===== src/rtl/hsv_conv_pkg.sv =====
// ----------------------------------------------------------------------------
// HSV converter package
// Output field widths and the flag bundle that travels with each request.
// ----------------------------------------------------------------------------
`timescale 1ns / 1ps

package hsv_conv_pkg;

   localparam int HUE_W = 15;
   localparam int SAT_W = 8;
   localparam int VAL_W = 8;

   typedef struct packed {
      logic gray;
      logic wrap;
   } pix_flags_type;

endpackage


===== src/rtl/hsv_conv_prep.sv =====
// ----------------------------------------------------------------------------
// HSV converter front end
// Finds max, min and hue sector, then forms both dividends and divisors.
// ----------------------------------------------------------------------------
`timescale 1ns / 1ps

module hsv_conv_prep import hsv_conv_pkg::*; #(
   parameter int CHANNEL_BITS      = 8,
   parameter int HUE_FRACTION_BITS = 6,
   parameter int HQB               = 15,
   parameter int SQB               = 8,
   parameter int DW                = 9
) (
   input  logic                    clock,
   input  logic                    reset,
   input  logic                    in_valid,
   output logic                    in_ready,
   input  logic [CHANNEL_BITS-1:0] red,
   input  logic [CHANNEL_BITS-1:0] green,
   input  logic [CHANNEL_BITS-1:0] blue,
   output logic                    out_valid,
   input  logic                    out_ready,
   output logic [DW-1:0]           out_hue_rem,
   output logic [HQB-1:0]          out_hue_nq,
   output logic [DW-1:0]           out_hue_div,
   output logic [DW-1:0]           out_sat_rem,
   output logic [SQB-1:0]          out_sat_nq,
   output logic [DW-1:0]           out_sat_div,
   output logic [CHANNEL_BITS-1:0] out_value,
   output pix_flags_type           out_flags
);

   localparam int NB    = CHANNEL_BITS + 3;
   localparam int HNW   = HQB + DW;
   localparam int SNW   = SQB + DW;
   localparam int SIXTH = 60 * (2 ** HUE_FRACTION_BITS);
   localparam int CMAX  = (2 ** CHANNEL_BITS) - 1;

   typedef enum logic [1:0] {
      SECT_RED,
      SECT_GREEN,
      SECT_BLUE
   } sector_type;

   sector_type              sector;
   logic [CHANNEL_BITS-1:0] mx_in, mn_in, delta_in;
   logic [NB-1:0]           n_in, d_ext;
   pix_flags_type           flags_in;

   logic                    v1_ff, v2_ff, ready1, ready2;
   logic [CHANNEL_BITS-1:0] mx1_ff, delta1_ff;
   logic [NB-1:0]           n1_ff;
   pix_flags_type           flags1_ff;

   logic [HNW-1:0]          hue_num;
   logic [SNW-1:0]          sat_num;

   always_comb begin
      if (red >= green && red >= blue) begin
         sector = SECT_RED;
      end else if (green >= blue) begin
         sector = SECT_GREEN;
      end else begin
         sector = SECT_BLUE;
      end
   end

   always_comb begin
      mn_in = red;
      if (green < mn_in) begin
         mn_in = green;
      end
      if (blue < mn_in) begin
         mn_in = blue;
      end
   end

   always_comb begin
      case (sector)
         SECT_RED:   mx_in = red;
         SECT_GREEN: mx_in = green;
         SECT_BLUE:  mx_in = blue;
         default:    mx_in = blue;
      endcase
   end

   assign delta_in = mx_in - mn_in;
   assign d_ext    = NB'(delta_in);

   // Negative red-sector hues are lifted by a full circle here.
   always_comb begin
      flags_in.gray = (delta_in == '0);
      flags_in.wrap = 1'b0;
      case (sector)
         SECT_RED: begin
            if (green >= blue) begin
               n_in = NB'(green) - NB'(blue);
            end else begin
               n_in = (d_ext << 2) + (d_ext << 1) + NB'(green) - NB'(blue);
               flags_in.wrap = 1'b1;
            end
         end
         SECT_GREEN: n_in = (d_ext << 1) + NB'(blue) - NB'(red);
         SECT_BLUE:  n_in = (d_ext << 2) + NB'(red) - NB'(green);
         default:    n_in = '0;
      endcase
   end

   assign ready2   = !v2_ff || out_ready;
   assign ready1   = !v1_ff || ready2;
   assign in_ready = ready1;

   always_ff @(posedge clock) begin
      if (reset) begin
         v1_ff <= 1'b0;
      end else if (ready1) begin
         v1_ff <= in_valid;
      end
   end

   always_ff @(posedge clock) begin
      if (ready1 && in_valid) begin
         mx1_ff    <= mx_in;
         delta1_ff <= delta_in;
         n1_ff     <= n_in;
         flags1_ff <= flags_in;
      end
   end

   assign hue_num = HNW'(2 * SIXTH) * HNW'(n1_ff) + HNW'(delta1_ff);
   assign sat_num = SNW'(2 * CMAX) * SNW'(delta1_ff) + SNW'(mx1_ff);

   always_ff @(posedge clock) begin
      if (reset) begin
         v2_ff <= 1'b0;
      end else if (ready2) begin
         v2_ff <= v1_ff;
      end
   end

   always_ff @(posedge clock) begin
      if (ready2 && v1_ff) begin
         out_hue_rem <= hue_num[HNW-1:HQB];
         out_hue_nq  <= hue_num[HQB-1:0];
         out_hue_div <= {delta1_ff, 1'b0};
         out_sat_rem <= sat_num[SNW-1:SQB];
         out_sat_nq  <= sat_num[SQB-1:0];
         out_sat_div <= {mx1_ff, 1'b0};
         out_value   <= mx1_ff;
         out_flags   <= flags1_ff;
      end
   end

   assign out_valid = v2_ff;

endmodule


===== src/rtl/hsv_conv_cell.sv =====
// ----------------------------------------------------------------------------
// HSV converter divider cell
// One restoring division step each for hue and saturation, where enabled by HUE_STEP and SAT_STEP, then a register.
// ----------------------------------------------------------------------------
`timescale 1ns / 1ps

module hsv_conv_cell import hsv_conv_pkg::*; #(
   parameter int CHANNEL_BITS = 8,
   parameter int HQB          = 15,
   parameter int SQB          = 8,
   parameter int DW           = 9,
   parameter bit HUE_STEP     = 1'b1,
   parameter bit SAT_STEP     = 1'b1
) (
   input  logic                    clock,
   input  logic                    reset,
   input  logic                    in_valid,
   output logic                    in_ready,
   input  logic [DW-1:0]           in_hue_rem,
   input  logic [HQB-1:0]          in_hue_nq,
   input  logic [DW-1:0]           in_hue_div,
   input  logic [DW-1:0]           in_sat_rem,
   input  logic [SQB-1:0]          in_sat_nq,
   input  logic [DW-1:0]           in_sat_div,
   input  logic [CHANNEL_BITS-1:0] in_value,
   input  pix_flags_type           in_flags,
   output logic                    out_valid,
   input  logic                    out_ready,
   output logic [DW-1:0]           out_hue_rem,
   output logic [HQB-1:0]          out_hue_nq,
   output logic [DW-1:0]           out_hue_div,
   output logic [DW-1:0]           out_sat_rem,
   output logic [SQB-1:0]          out_sat_nq,
   output logic [DW-1:0]           out_sat_div,
   output logic [CHANNEL_BITS-1:0] out_value,
   output pix_flags_type           out_flags
);

   logic                    valid_ff;
   logic [DW:0]             hue_t, sat_t;
   logic                    hue_ge, sat_ge;
   logic [DW-1:0]           hue_rem_in, sat_rem_in;
   logic [HQB-1:0]          hue_nq_in;
   logic [SQB-1:0]          sat_nq_in;
   logic [DW-1:0]           hue_rem_ff, hue_div_ff, sat_rem_ff, sat_div_ff;
   logic [HQB-1:0]          hue_nq_ff;
   logic [SQB-1:0]          sat_nq_ff;
   logic [CHANNEL_BITS-1:0] value_ff;
   pix_flags_type           flags_ff;

   assign hue_t  = {in_hue_rem, in_hue_nq[HQB-1]};
   assign sat_t  = {in_sat_rem, in_sat_nq[SQB-1]};
   assign hue_ge = (hue_t >= {1'b0, in_hue_div});
   assign sat_ge = (sat_t >= {1'b0, in_sat_div});

   always_comb begin
      if (HUE_STEP) begin
         hue_rem_in = hue_ge ? DW'(hue_t - {1'b0, in_hue_div}) : hue_t[DW-1:0];
         hue_nq_in  = {in_hue_nq[HQB-2:0], hue_ge};
      end else begin
         hue_rem_in = in_hue_rem;
         hue_nq_in  = in_hue_nq;
      end
   end

   always_comb begin
      if (SAT_STEP) begin
         sat_rem_in = sat_ge ? DW'(sat_t - {1'b0, in_sat_div}) : sat_t[DW-1:0];
         sat_nq_in  = {in_sat_nq[SQB-2:0], sat_ge};
      end else begin
         sat_rem_in = in_sat_rem;
         sat_nq_in  = in_sat_nq;
      end
   end

   assign in_ready = !valid_ff || out_ready;

   always_ff @(posedge clock) begin
      if (reset) begin
         valid_ff <= 1'b0;
      end else if (in_ready) begin
         valid_ff <= in_valid;
      end
   end

   always_ff @(posedge clock) begin
      if (in_ready && in_valid) begin
         hue_rem_ff <= hue_rem_in;
         hue_nq_ff  <= hue_nq_in;
         hue_div_ff <= in_hue_div;
         sat_rem_ff <= sat_rem_in;
         sat_nq_ff  <= sat_nq_in;
         sat_div_ff <= in_sat_div;
         value_ff   <= in_value;
         flags_ff   <= in_flags;
      end
   end

   assign out_valid   = valid_ff;
   assign out_hue_rem = hue_rem_ff;
   assign out_hue_nq  = hue_nq_ff;
   assign out_hue_div = hue_div_ff;
   assign out_sat_rem = sat_rem_ff;
   assign out_sat_nq  = sat_nq_ff;
   assign out_sat_div = sat_div_ff;
   assign out_value   = value_ff;
   assign out_flags   = flags_ff;

endmodule


===== src/rtl/rgb_to_hsv_converter_core.sv =====
// ----------------------------------------------------------------------------
// RGB to HSV converter core
// Converts one RGB pixel per cycle into hue, saturation, value and gray flag, unless the receiver stalls.
// ----------------------------------------------------------------------------
// Usage:
// A request carries one pixel on req_red_in, req_green_in and req_blue_in and
// is taken when req_valid and req_ready are both high. Each request yields
// exactly one response on the rsp_ channel, taken on rsp_valid and rsp_ready.
// Hue is in 1/64 degree steps, saturation and value are 8-bit fractions.
// The pipeline is two front-end stages, one divider cell per bit of the
// longer quotient (hue quotient bits or CHANNEL_BITS), and the output register.
// Throughput is one pixel per cycle while the receiver does not stall. The
// divider cells are all registered, so each cell can hold a different pixel.
// When the receiver stalls, finished results stay in the output register and
// the pipeline keeps filling its empty stages; req_ready falls only once
// every stage holds a pixel.
// A synchronous reset empties all stages; no result is shown after reset.
// ----------------------------------------------------------------------------
`timescale 1ns / 1ps

module rgb_to_hsv_converter_core import hsv_conv_pkg::*; #(
   parameter int CHANNEL_BITS      = 8,
   parameter int HUE_FRACTION_BITS = 6
) (
   input  logic                    clock,
   input  logic                    reset,
   input  logic                    req_valid,
   output logic                    req_ready,
   input  logic [CHANNEL_BITS-1:0] req_red_in,
   input  logic [CHANNEL_BITS-1:0] req_green_in,
   input  logic [CHANNEL_BITS-1:0] req_blue_in,
   output logic                    rsp_valid,
   input  logic                    rsp_ready,
   output logic [HUE_W-1:0]        rsp_hue_angle,
   output logic [SAT_W-1:0]        rsp_saturation_level,
   output logic [VAL_W-1:0]        rsp_brightness_level,
   output logic                    rsp_gray_flag
);

   localparam int SIXTH  = 60 * (2 ** HUE_FRACTION_BITS);
   localparam int FULL   = 6 * SIXTH;
   localparam int HQB    = $clog2(FULL + 1);
   localparam int SQB    = CHANNEL_BITS;
   localparam int DW     = CHANNEL_BITS + 1;
   localparam int NCELLS = (HQB > SQB) ? HQB : SQB;

   logic                    valid_w     [NCELLS+1];
   logic                    ready_w     [NCELLS+1];
   logic [DW-1:0]           hue_rem_w   [NCELLS+1];
   logic [HQB-1:0]          hue_nq_w    [NCELLS+1];
   logic [DW-1:0]           hue_div_w   [NCELLS+1];
   logic [DW-1:0]           sat_rem_w   [NCELLS+1];
   logic [SQB-1:0]          sat_nq_w    [NCELLS+1];
   logic [DW-1:0]           sat_div_w   [NCELLS+1];
   logic [CHANNEL_BITS-1:0] value_w     [NCELLS+1];
   pix_flags_type           flags_w     [NCELLS+1];

   logic                    out_ready;
   logic                    rsp_valid_ff;
   logic [HUE_W-1:0]        hue_ff, hue_in;
   logic [SAT_W-1:0]        sat_ff, sat_in;
   logic [VAL_W-1:0]        val_ff;
   logic                    gray_ff;
   logic [HQB-1:0]          hue_q;

   hsv_conv_prep #(
      .CHANNEL_BITS      (CHANNEL_BITS),
      .HUE_FRACTION_BITS (HUE_FRACTION_BITS),
      .HQB               (HQB),
      .SQB               (SQB),
      .DW                (DW)
   ) u_prep (
      .clock       (clock),
      .reset       (reset),
      .in_valid    (req_valid),
      .in_ready    (req_ready),
      .red         (req_red_in),
      .green       (req_green_in),
      .blue        (req_blue_in),
      .out_valid   (valid_w[0]),
      .out_ready   (ready_w[0]),
      .out_hue_rem (hue_rem_w[0]),
      .out_hue_nq  (hue_nq_w[0]),
      .out_hue_div (hue_div_w[0]),
      .out_sat_rem (sat_rem_w[0]),
      .out_sat_nq  (sat_nq_w[0]),
      .out_sat_div (sat_div_w[0]),
      .out_value   (value_w[0]),
      .out_flags   (flags_w[0])
   );

   for (genvar i = 0; i < NCELLS; i++) begin : g_cell
      hsv_conv_cell #(
         .CHANNEL_BITS (CHANNEL_BITS),
         .HQB          (HQB),
         .SQB          (SQB),
         .DW           (DW),
         .HUE_STEP     (i >= NCELLS - HQB),
         .SAT_STEP     (i >= NCELLS - SQB)
      ) u_cell (
         .clock       (clock),
         .reset       (reset),
         .in_valid    (valid_w[i]),
         .in_ready    (ready_w[i]),
         .in_hue_rem  (hue_rem_w[i]),
         .in_hue_nq   (hue_nq_w[i]),
         .in_hue_div  (hue_div_w[i]),
         .in_sat_rem  (sat_rem_w[i]),
         .in_sat_nq   (sat_nq_w[i]),
         .in_sat_div  (sat_div_w[i]),
         .in_value    (value_w[i]),
         .in_flags    (flags_w[i]),
         .out_valid   (valid_w[i+1]),
         .out_ready   (ready_w[i+1]),
         .out_hue_rem (hue_rem_w[i+1]),
         .out_hue_nq  (hue_nq_w[i+1]),
         .out_hue_div (hue_div_w[i+1]),
         .out_sat_rem (sat_rem_w[i+1]),
         .out_sat_nq  (sat_nq_w[i+1]),
         .out_sat_div (sat_div_w[i+1]),
         .out_value   (value_w[i+1]),
         .out_flags   (flags_w[i+1])
      );
   end

   assign out_ready       = !rsp_valid_ff || rsp_ready;
   assign ready_w[NCELLS] = out_ready;
   assign hue_q           = hue_nq_w[NCELLS];

   // A lifted hue that rounds to a full circle was really zero.
   always_comb begin
      if (flags_w[NCELLS].gray ||
          (flags_w[NCELLS].wrap && hue_q == HQB'(FULL))) begin
         hue_in = '0;
      end else begin
         hue_in = HUE_W'(hue_q);
      end
      if (flags_w[NCELLS].gray) begin
         sat_in = '0;
      end else begin
         sat_in = SAT_W'(sat_nq_w[NCELLS]);
      end
   end

   always_ff @(posedge clock) begin
      if (reset) begin
         rsp_valid_ff <= 1'b0;
      end else if (out_ready) begin
         rsp_valid_ff <= valid_w[NCELLS];
      end
   end

   always_ff @(posedge clock) begin
      if (out_ready && valid_w[NCELLS]) begin
         hue_ff  <= hue_in;
         sat_ff  <= sat_in;
         val_ff  <= VAL_W'(value_w[NCELLS]);
         gray_ff <= flags_w[NCELLS].gray;
      end
   end

   assign rsp_valid            = rsp_valid_ff;
   assign rsp_hue_angle        = hue_ff;
   assign rsp_saturation_level = sat_ff;
   assign rsp_brightness_level = val_ff;
   assign rsp_gray_flag        = gray_ff;

endmodule


===== config.mk =====
export PLATFORM = sky130hd
export DESIGN_NAME = rgb_to_hsv_converter_core
export DESIGN_NICKNAME = d
export VERILOG_FILES = /design/src/rtl/hsv_conv_pkg.sv /design/src/rtl/hsv_conv_prep.sv /design/src/rtl/hsv_conv_cell.sv /design/src/rtl/rgb_to_hsv_converter_core.sv
export SDC_FILE = /design/constraint.sdc
export NUM_CORES = 1
export LEC_CHECK = 0
export BUFFER_PORTS_ARGS = -buffer_cell sky130_fd_sc_hd__buf_2
export CORE_MARGIN = 8
export CORE_UTILIZATION = 57
export DETAILED_ROUTE_END_ITERATION = 6
export GPL_TIMING_DRIVEN = 1
export PLACE_DENSITY = 0.85
export REMOVE_ABC_BUFFERS = 1
export SLEW_MARGIN = 15
export SYNTH_ARGS = -nofsm -noshare
export SYNTH_HDL_FRONTEND = slang
export SYNTH_SLANG_ARGS = --single-unit
export TNS_END_PERCENT = 50

===== constraint.sdc =====
create_clock -name clock -period 7.3 [get_ports clock]
set_input_delay 1.095 -clock clock [delete_from_list [all_inputs] [get_ports clock]]
set_output_delay 1.095 -clock clock [all_outputs]
set_load 0.05 [all_outputs]

Word-level counts from Yosys, hierarchy flattened --
Cells that the tools add are included.
Word-level totals: input bits 28, flip-flop bits (word level) 997
Operators by class: multipliers 2, $lt $le $gt $ge 28, equal/unequal tests 3, mux-type cells 29, reduce and logical (&&, ||, !) cells 59, add/sub/neg operators 32
Operators by type and width (number):
- greater-or-equal comparator 10 x 9 -> 1 bit | 23
- 2-to-1 mux 9 bit | 21
- subtractor 9 bit | 21
- one-hot mux 11 bit (3 select lines) | 1
- subtractor 11 x 8 -> 11 bit | 3
- adder 24 x 8 -> 24 bit | 1
- greater-or-equal comparator 8 bit | 3
- logical AND 1 bit | 20
- logical OR 1 bit | 19
- zero test 1 bit | 18
- adder 17 x 8 -> 17 bit | 1
- less-than comparator 8 bit | 2
- multiplier 8 x 8 -> 16 bit (first input constant) | 1
- 2-to-1 mux 8 bit | 2
- one-hot mux 8 bit (2 select lines) | 1
- == test 15 bit (second input constant) | 1
- multiplier 4 x 11 -> 15 bit (first input constant) | 1
- adder 10 x 8 -> 11 bit | 1
- adder 10 x 9 -> 11 bit | 1
- adder 11 x 8 -> 11 bit | 1
- 2-to-1 mux 11 bit | 1
- adder 9 x 8 -> 10 bit | 1
- subtractor 8 x 8 -> 9 bit | 1
- zero test 8 bit | 1
- 6 further kinds | 7

Longest topological paths before layout --
Gate-level depths: netlist of run 1.
depth in word-level cells 20, mapped depth 38, gate-level depth less buffers 36

Cells and area by module --
A second synthesis of run 1 with hierarchy kept.
Second synthesis, totals: cells, all modules 3765, area, all modules 54917.7 sq um
By module, submodules not included:
- hsv_conv_cell at g_cell[10].u_cell ... | cells an instance 217, area each 3160.5 sq um, instances 8
- hsv_conv_cell at g_cell[0].u_cell ... | cells an instance 160, area each 2786.4 sq um, instances 7
- hsv_conv_prep | cells an instance 842, area each 8909.8 sq um, instances 1
- rgb_to_hsv_converter_core | cells an instance 67, area each 1218.7 sq um, instances 1

Least setup slack after synthesis of run 1 --
Ideal clock, no wire load.
path type input port to flip-flop, start point input port req_red_in[6], end point register u_prep.n1_ff[10] (data pin), data required time 7.035 ns, setup slack -0.615 ns, buffers on the path 2, data arrival time 7.650 ns, stages on the path 33, cell sequence inv_1 -> ha_1 -> a21oi_1 -> a21boi_1 -> or4_4 -> buf_6 -> clkbuf_1 -> a21oi_1 -> ha_1 -> a21o_1 -> a21o_1 -> a21oi_1 -> nand2b_1 -> o311a_4 -> nor2_1 -> a21oi_1 -> ha_1 -> fa_1 -> inv_1 -> fa_1 -> inv_1 -> fa_1 -> inv_1 -> fa_1 -> a21o_1 -> a21oi_1 -> o21bai_1 -> a21oi_1 -> o21bai_1 -> a21oi_1 -> mux2i_1 -> o21bai_1 -> o211ai_2
On the way: cells in the longest elaborated chain, start to end 11
Ends and longest elaborated chain:
- start: declaration | line rgb_to_hsv_converter_core.sv:29 | input logic [CHANNEL_BITS-1:0] req_red_in,
- branches (longest 5 deep; another with less-than comparator 8 bit)
- subtractor 8 bit * | line hsv_conv_prep.sv:87 | assign delta_in = mx_in - mn_in;
- via u_prep.delta_in[1] | line hsv_conv_prep.sv:46 | logic [CHANNEL_BITS-1:0] mx_in, mn_in, delta_in;
- adder 10 x 9 -> 11 bit | line hsv_conv_prep.sv:99 | n_in = (d_ext << 2) + (d_ext << 1) + NB'(green) - NB'(blue);
- adder 11 x 8 -> 11 bit | line hsv_conv_prep.sv:99
- subtractor 11 x 8 -> 11 bit | line hsv_conv_prep.sv:99
- 2-to-1 mux 11 bit | line hsv_conv_prep.sv:96 | if (green >= blue) begin
- one-hot mux 11 bit (3 select lines) * | line hsv_conv_prep.sv:94 | case (sector)
- via u_prep.n_in[10] | line hsv_conv_prep.sv:47 | logic [NB-1:0] n_in, d_ext;
- end signal: assignment | line hsv_conv_prep.sv:125 | n1_ff <= n_in;
- end: declaration | line hsv_conv_prep.sv:52 | logic [NB-1:0] n1_ff;
Mark *: on every way through the listed nets, which the timed path passes. A chain may end at the register's enable or synchronous reset.

Worst setup path in the final report of run 1 --
start point input port req_red_in[6], end point register u_prep.n1_ff[9] (data pin)
Same word-level chain as after synthesis.

==> reports/qor.csv, run 1 <==
metric,value,unit
status,"complete, no violations",
worstMarginPinSlew,1.08,ns
clock_latency,0.64,ns
synth_area,0.0421,mm2
postLayoutCellArea,0.0476,mm2
htreeDepth,3,
wl_per_cell,19.0,um
tns,0,ns
synth_edf_count,857,
ys_warn_count,0,
worstHoldPathType,reg -> reg,
numClockSinks,875,
cp_slowest_stage_delay,0.60,ns
cap_violations,0,
gp_congestion,0.953,
n_antenna_cell,0,
cts_tree,built,
cts-root-buf,clkbuf_16,
core,0.0730,mm2
rows,99,
synth_flop_cell,edfxtp_1,
final.min_clock_period,7.03,ns
fin_crit_sh,96.3,%
setup_viol,0,
place_hpwl,56100,um
grt_first_pass_wirelength,132000,um
ios,62,
fmaxAchievable,142,MHz
die_x,288,um
vias_per_cell,5.65,
synth_top_area_cell,edfxtp_1,
endpoint_kind,flip-flop,
final_cell_mix,"edfxtp_1 (857), inv_1 (327), ha_1 (309), a21oi_1 (214), nor2_1 (208)",
numCtsBuffers,83,
clk_pin_slew,0.06,ns
drtIter0Drc,1485,
overflow,0,
grt_use_total,19.9,%
rsz0062_at_grt,yes,
finalWirelength,82600,um
cp.required,7.73,ns
report.final.slew_viol_count,0,
dieArea,0.0827,mm2
area_growth,13.2,%
antenna_found_initial,0,
worst_setup_path_start_kind,input port,
async_flop_share,0,%
drive_gt1_share,13.6,%
slew_headroom,28.0,%
portBuffers,61,
critPathKind,in -> reg,
grt_max_degree,57,
start_util,57.6,%
synth-seq-cells,875,
synth_top_area_share,61.2,%
cp_data_arrival_time,7.46,ns
first_global_vias,26100,
cts_hold_buf,0,
cts.path.max_buffers,3,
yosysUniqueCellTypes,62,
cpMostUsedCell,a21oi_2,
crit_fanout,7,
seq_area_frac_synth,62.1,%
final_common_cell,edfxtp_1,
crit_slowest_cell,or4_4,
final_nets,3754,
hold_viol,0,
dr.pass1.iters,5,
fin_worst_skew,0.0296,ns
drc,0,
syn_inst,3052,
die_y,288,um
vias,24500,
netlist_top_cells_area,"edfxtp_1 (61%), ha_1 (9.5%), fa_1 (4.3%)",
hold_ws,0.396,ns
syn_avg_cell_area,13.8,um2
ant_nets,0,
placed_cell_area,0.0447,mm2
logic make-up (layout without fill, tap and decap cells):
group	after synthesis	in the layout	synth area share (%)
AND/OR/NAND/NOR	607	607	7.32
flip-flops	875	875	62.1
adder cells (fa/ha/maj)	411	411	13.9
AO/OA/AOI/OAI	559	559	8.27
XOR/XNOR	175	175	3.71
multiplexers	55	55	1.47
buffers and inverters	370	699	3.32
metal layers:
metal / GRT usage, % / vias up / wire length [um]
met4: 9.96 / 0 / 4020
met2: 39.1 / 755 / 45700
met3: 2.52 / 263 / 3260
li1: - / 11600 / -
met5: 0 / - / 0
met1: 20.5 / 11900 / 29700
registers in the layout, summed over array words and instances, names as in the netlist, 9 cells and up:
signal,flops
u_prep.n1_ff,11
g_cell.u_cell.out_value,40
rsp_hue_angle,15
g_cell.u_cell.out_sat_div,70
g_cell.u_cell.out_sat_nq,116
g_cell.u_cell.out_sat_rem,126
g_cell.u_cell.out_flags,30
g_cell.u_cell.out_valid,15
g_cell.u_cell.out_hue_rem,125
u_prep.out_hue_rem,9
g_cell.u_cell.out_hue_div,70
u_prep.out_sat_rem,9
g_cell.u_cell.out_hue_nq,170
per-stage QoR:
stage               setup slack, ns  cells  util, %
floorplan                    -0.451   3015        -
global placement             -0.643   4182     61.2
detailed placement           -0.744   4182     61.2
CTS                          0.0213   4333     64.8
global route                -0.0288   4340     65.3
finish                        0.270   4340     65.3
what timing repair did:
| item | 4_1_cts | 5_1_grt |
|---|---|---|
| buffers inserted | 0 | 7 |
| resized for setup | 4 | 59 |
| pin swaps | 0 | 25 |
| setup endpoints to repair | 3 | 6 |
| hold endpoints to repair | 0 | 0 |
Yosys cell counts, types with 3 or more instances:
| master | number |
|---|---|
| clkbuf_1 | 35 |
| o41ai_1 | 12 |
| edfxtp_1 | 857 |
| nand2b_1 | 74 |
| mux2_2 | 41 |
| nand4_1 | 46 |
| inv_1 | 333 |
| ha_1 | 320 |
| a311oi_1 | 4 |
| xnor2_1 | 129 |
| a31oi_1 | 12 |
| nor3_1 | 13 |
| o31ai_1 | 22 |
| a21boi_0 | 13 |
| a21o_1 | 100 |
| o41a_1 | 3 |
| a21oi_1 | 227 |
| o21a_1 | 7 |
| nor2_1 | 212 |
| o21ai_0 | 99 |
| dfxtp_1 | 18 |
| nor4_1 | 5 |
| o211a_1 | 10 |
| nand3_1 | 16 |
| and2_1 | 16 |
| a211oi_1 | 20 |
| o21bai_1 | 17 |
| nor2b_1 | 114 |
| and3_1 | 7 |
| fa_1 | 91 |
| mux2i_1 | 12 |
| or3_1 | 9 |
| nand2_1 | 73 |
| xor2_1 | 44 |
| or2_2 | 10 |
| and4_1 | 3 |
path summary, 6_finish.rpt:
check,startpoint,to,slack (ns),cells after the start
worst min-delay path,g_cell[6].u_cell.out_hue_nq[1]$_DFFE_PP_,g_cell[7].u_cell.out_hue_nq[2]$_DFFE_PP_,0.40,0
worst min register to register,g_cell[6].u_cell.out_hue_nq[1]$_DFFE_PP_,g_cell[7].u_cell.out_hue_nq[2]$_DFFE_PP_,0.40,0
worst max-delay path,req_red_in[6],u_prep.n1_ff[9]$_DFFE_PP_,0.27,32
worst max register to register,u_prep.delta1_ff[5]$_DFFE_PP_,u_prep.out_sat_rem[8]$_DFFE_PP_,1.82,15
worst max-delay path, delay by kind of cell:
family | cells | cell delay [ns]
compound gates | 16 | 2.61
xor+xnor | 1 | 0.14
fa+ha+maj | 7 | 2.49
buf+inv | 5 | 0.33
simple gates | 3 | 0.78
area by class of cell:
class,instances,area [um2]
fill,4840,25300
clock buffer,106,2200
multi-input combinational,1807,15000
inverter,333,1250
tap,959,1200
clock inverter,45,409
sequential,875,26100
timing repair buffer,215,1470
Power of run 1 is not shown: default switching activity piles up to over one toggle a cycle in this logic, so the estimate is an artifact.
==> run 2, diff against run 1 <==
==> constraint.sdc (replaced) <==
create_clock -name clock -period 5.96 [get_ports clock]
set_input_delay 0.894 -clock clock [delete_from_list [all_inputs] [get_ports clock]]
set_output_delay 0.894 -clock clock [all_outputs]
set_load 0.05 [all_outputs]
==> run 2 against run 1 <==
  * The flow now finishes with violations (negative setup slack)
  * Sequential share of layout area fell by 0.92 points
  * Flip-flop and latch count unchanged
  * Via count increased by 0.85%
  * Cell area is 1.7% higher
  * Worst hold slack better by 0.013 ns
  * Wire length hardly changed
  * Die area unchanged
  * Utilization is 1.1 points higher
  * Count of clock-buffer cells in the layout stayed put
  * Critical endpoint is now u_prep.n1_ff[10]$_DFFE_PP_
==> reports/qor.csv, run 2 (synthesis gave the netlist of run 1 again) <==
metric,value,unit
status,finished with violations,
failed_checks,negative setup slack,
ant_nets,0,
worst_setup_path_start_kind,input port,
dieArea,0.0827,mm2
final_cell_mix,"edfxtp_1 (857), inv_1 (319), ha_1 (303), buf_4 (212), a21oi_1 (211)",
cap_violations,0,
cts.path.max_buffers,3,
fin_cells,4404,
postLayoutCellArea,0.0484,mm2
clock_latency,0.63,ns
vias_per_cell,5.61,
grt_max_degree,57,
dr.pass1.iters,6,
rows,99,
die_x,288,um
cp.required,6.33,ns
final_common_cell,edfxtp_1,
fin_worst_skew,0.0220,ns
crit_slowest_cell,or4_4,
cts-root-buf,clkbuf_16,
first_global_vias,26600,
portBuffers,61,
fmaxAchievable,147,MHz
die_y,288,um
start_util,57.6,%
top_register,g_cell.u_cell.out_hue_nq,
numClockSinks,875,
multi_input_area,0.0152,mm2
placed_cell_area,0.0450,mm2
final_core_util,66.4,%
core,0.0730,mm2
setup_viol,9,
critPathKind,in -> reg,
worstHoldPathType,reg -> reg,
place_hpwl,56600,um
rsz0062_at_grt,yes,
fin_ws,-0.853,ns
vias,24700,
area_growth,15.1,%
hold_viol,0,
cts_hold_buf,0,
hold_ws,0.409,ns
cp_data_arrival_time,7.18,ns
drc,0,
final_nets,3818,
drive_gt1_share,15.9,%
final.min_clock_period,6.81,ns
grt_use_total,20.0,%
largest_register_ffs,170,
dp_cells,4222,
worstMarginPinSlew,1.09,ns
report.final.slew_viol_count,0,
wl_per_cell,18.8,um
numCtsBuffers,85,
fin_crit_sh,114,%
drtIter0Drc,1487,
grt_first_pass_wirelength,133000,um
crit_buf_inv,6,
overflow,0,
cpMostUsedCell,a21oi_2,
cts_tree,built,
n_fill_cell,4720,
antenna_found_initial,0,
finalWirelength,82700,um
n_antenna_cell,0,
ff_latch_area,0.0261,mm2
crit_family,adder cells,
htreeDepth,3,
ios,62,
reg.largest.list,"g_cell.u_cell.out_hue_nq (170), g_cell.u_cell.out_sat_rem (126), g_cell.u_cell.out_hue_rem (125)",
endpoint_kind,flip-flop,
clk_pin_slew,0.06,ns
regToRegSetupSlack,0.52,ns
cp_slowest_stage_delay,0.57,ns
gp_congestion,0.948,
crit_fanout,7,
slew_headroom,26.9,%
run 2: changes by cell type in the layout (fill, tap and decap cells not counted), sizes merged:
cell / before / now
clkinvlp: 2 / 3
buf: 215 / 277
clkinv: 37 / 32
bufinv: 4 / 8
inv: 335 / 337
run 2: repair_timing:
item,CTS,global route
gates resized for setup,74,30
pin swaps,42,31
setup endpoints to repair,9,9
setup buffers,24,6
gates cloned,0,0
run 2: area by class of cell:
cell class	instances	area share, %
well taps	959	2.48
multi-input cells	1807	31.3
inverters	333	2.60
clock inverters	47	1.02
flip-flops and latches	875	53.9
clock buffers	106	4.62
repair buffers	277	4.07
run 2: final timing paths:
check,depth (start not counted),from,to
min,0,g_cell[7].u_cell.out_hue_nq[4]$_DFFE_PP_,g_cell[8].u_cell.out_hue_nq[5]$_DFFE_PP_
max reg2reg,15,u_prep.delta1_ff[5]$_DFFE_PP_,u_prep.out_sat_rem[7]$_DFFE_PP_
min reg2reg,0,g_cell[7].u_cell.out_hue_nq[4]$_DFFE_PP_,g_cell[8].u_cell.out_hue_nq[5]$_DFFE_PP_
max,34,req_red_in[6],u_prep.n1_ff[10]$_DFFE_PP_
run 2: metrics by stage:
stage	worst slack (ns)	TNS, ns
after floorplan	-1.59	-18.19
after detailed placement	-1.98	-14.65
after global routing	-1.08	-6.80
final	-0.853	-4.67
after global placement	-1.77	-13.13
after CTS	-0.731	-3.76
run 2: per-layer routing:
| metal | wire length, um | vias to the layer above | GRT usage [%] |
|---|---|---|---|
| met5 | 0 | - | 0 |
| met4 | 4130 | 0 | 10.4 |
| li1 | - | 11700 | - |
| met2 | 45500 | 752 | 38.9 |
| met1 | 29600 | 12000 | 20.2 |
| met3 | 3480 | 265 | 3.11 |
Power of run 2 is left out for the same reason.
==> run 3, diff against run 2 <==
--- a/config.mk
+++ b/config.mk
@@ -10,6 +10,7 @@
 export CORE_UTILIZATION = 57
 export DETAILED_ROUTE_END_ITERATION = 6
 export GPL_TIMING_DRIVEN = 1
+export MAX_ROUTING_LAYER = met4
 export PLACE_DENSITY = 0.85
 export REMOVE_ABC_BUFFERS = 1
 export SLEW_MARGIN = 15
==> constraint.sdc (replaced) <==
create_clock -name clock -period 5.96 [get_ports clock]
set_input_delay 0.596 -clock clock [delete_from_list [all_inputs] [get_ports clock]]
set_output_delay 0.596 -clock clock [all_outputs]
set_load 0.05 [all_outputs]
==> run 3 against run 2 <==
  * The flow finishes with violations (design-rule violations, negative setup slack)
  * Final cell count decreased by 0.66%
  * Clock skew decreased by 0.0025 ns
  * Wire length increased by 2.4%
  * Cell area decreased by 0.76%
==> reports/qor.csv, run 3 (synthesis gave the netlist of run 1 again) <==
metric,value,unit
status,finished with violations,
failed_checks,"design-rule violations, negative setup slack",
final_cell_mix,"edfxtp_1 (857), inv_1 (321), ha_1 (305), a21oi_1 (214), nor2_1 (208)",
cts_tree,built,
portBuffers,61,
placed_cell_area,0.0449,mm2
worstMarginPinSlew,1.09,ns
fin_worst_skew,0.0196,ns
min-delay-start,req_valid,
core,0.0730,mm2
first_global_vias,26500,
crit_slowest_cell,or4_4,
slew_headroom,27.4,%
cap_violations,0,
n_antenna_cell,0,
reg.largest.list,"g_cell.u_cell.out_hue_nq (170), g_cell.u_cell.out_sat_rem (126), g_cell.u_cell.out_hue_rem (125)",
r2r_cells,15,
rows,99,
cp.required,6.33,ns
worstHoldPathType,in -> reg,
report.final.slew_viol_count,0,
r2r_end,u_prep.out_sat_rem[7]$_DFFE_PP_,
vias,24700,
hold_viol,0,
endpoint_kind,flip-flop,
drc,1,
cp_slowest_stage_delay,0.62,ns
ant_nets,0,
cts-root-buf,clkbuf_16,
wl_per_cell,19.4,um
die_x,288,um
critPathKind,in -> reg,
min_to,u_prep.v1_ff$_SDFFE_PP0N_,
overflow,0,
crit_fanout,7,
dr.pass1.iters,7,
drive_gt1_share,15.0,%
gp_congestion,0.958,
cpMostUsedCell,a21oi_2,
final_core_util,65.9,%
rsz0062_at_grt,yes,
largest_register_ffs,170,
dp_slack,-1.70,ns
finalWirelength,84700,um
final_common_cell,edfxtp_1,
fin_ws,-0.582,ns
fin_cells,4375,
area_growth,14.3,%
worst_setup_path_start_kind,input port,
place_hpwl,56900,um
start_util,57.6,%
grt_first_pass_wirelength,134000,um
grt_max_degree,57,
final_nets,3795,
htreeDepth,3,
postLayoutCellArea,0.0481,mm2
cts.path.max_buffers,3,
ios,62,
top_register,g_cell.u_cell.out_hue_nq,
numClockSinks,875,
cp_data_arrival_time,6.91,ns
timing.rr.start,u_prep.delta1_ff[6]$_DFFE_PP_,
clk_pin_slew,0.06,ns
clock_latency,0.64,ns
fmaxAchievable,153,MHz
numCtsBuffers,85,
dp_cells,4216,
drtIter0Drc,1602,
die_y,288,um
grt_use_total,20.9,%
fin_crit_sh,110,%
vias_per_cell,5.64,
dieArea,0.0827,mm2
hold_path_depth,3,
antenna_found_initial,0,
setup_viol,7,
final.min_clock_period,6.54,ns
regToRegSetupSlack,0.64,ns
cts_hold_buf,0,
==> run 3: changes by cell type in the layout (fill, tap and decap cells not counted), moves of 4 or more <==
| cell | delta |
|---|---|
| a211oi_2 | -4 |
| a211oi_1 | +4 |
| clkbuf_1 | -5 |
| clkinv_2 | +5 |
| inv_2 | -4 |
| buf_4 | -22 |
==> run 3: metal layers <==
| metal | global-route usage, % | up-vias | share of wire [%] |
|---|---|---|---|
| li1 | - | 11700 | - |
| met4 | 9.34 | 0 | 4.2 |
| met3 | 2.93 | 260 | 4.2 |
| met1 | 20.4 | 12000 | 35 |
| met5 | - | - | 0 |
| met2 | 40.5 | 753 | 56 |
==> run 3: area by class of cell <==
class,instances,area (um2)
Clock buffer,100,2210
Inverter,333,1260
Timing Repair Buffer,253,1790
Multi-Input combinational cell,1808,15100
Tap cell,959,1200
Clock inverter,47,422
Fill cell,4803,24900
Sequential cell,875,26100
==> run 3: metrics by stage <==
stage	TNS [ns]	hold slack, ns
floorplan	-7.52	0.400
global placement	-10.68	0.400
detailed placement	-12.33	0.405
CTS	-2.49	0.216
global route	-4.77	0.248
finish	-2.92	0.246
==> run 3: worst max-delay path: cells and delay by family <==
| family | cells | cell delay, ns |
|---|---|---|
| AO/OA/AOI/OAI | 14 | 2.29 |
| multiplexers | 1 | 0.09 |
| AND/OR/NAND/NOR | 5 | 1.12 |
| adder cells (fa/ha/maj) | 7 | 2.51 |
| buffers and inverters | 5 | 0.29 |
==> run 3: how the worst max path moves through the flow <==
stage | start | end | slack, ns | depth (start not counted)
2_1_floorplan | req_red_in[6] | u_prep.n1_ff[10]$_DFFE_PP_ | -1.29 | 31
3_3_place_gp | req_red_in[6] | u_prep.n1_ff[10]$_DFFE_PP_ | -1.51 | 31
6_report | req_red_in[7] | u_prep.n1_ff[10]$_DFFE_PP_ | -0.58 | 32
3_5_place_dp | req_red_in[6] | u_prep.n1_ff[10]$_DFFE_PP_ | -1.70 | 31
5_1_grt | req_red_in[7] | u_prep.n1_ff[10]$_DFFE_PP_ | -0.81 | 34
4_1_cts | req_red_in[7] | u_prep.n1_ff[10]$_DFFE_PP_ | -0.52 | 33
==> run 3: timing repair <==
action / in CTS / in global routing
pin swaps: 32 / 9
endpoints found under the setup margin: 9 / 9
gates resized for setup: 68 / 19
gates cloned: 1 / 0
setup buffers: 11 / 0
Power of run 3 is left out for the same reason.
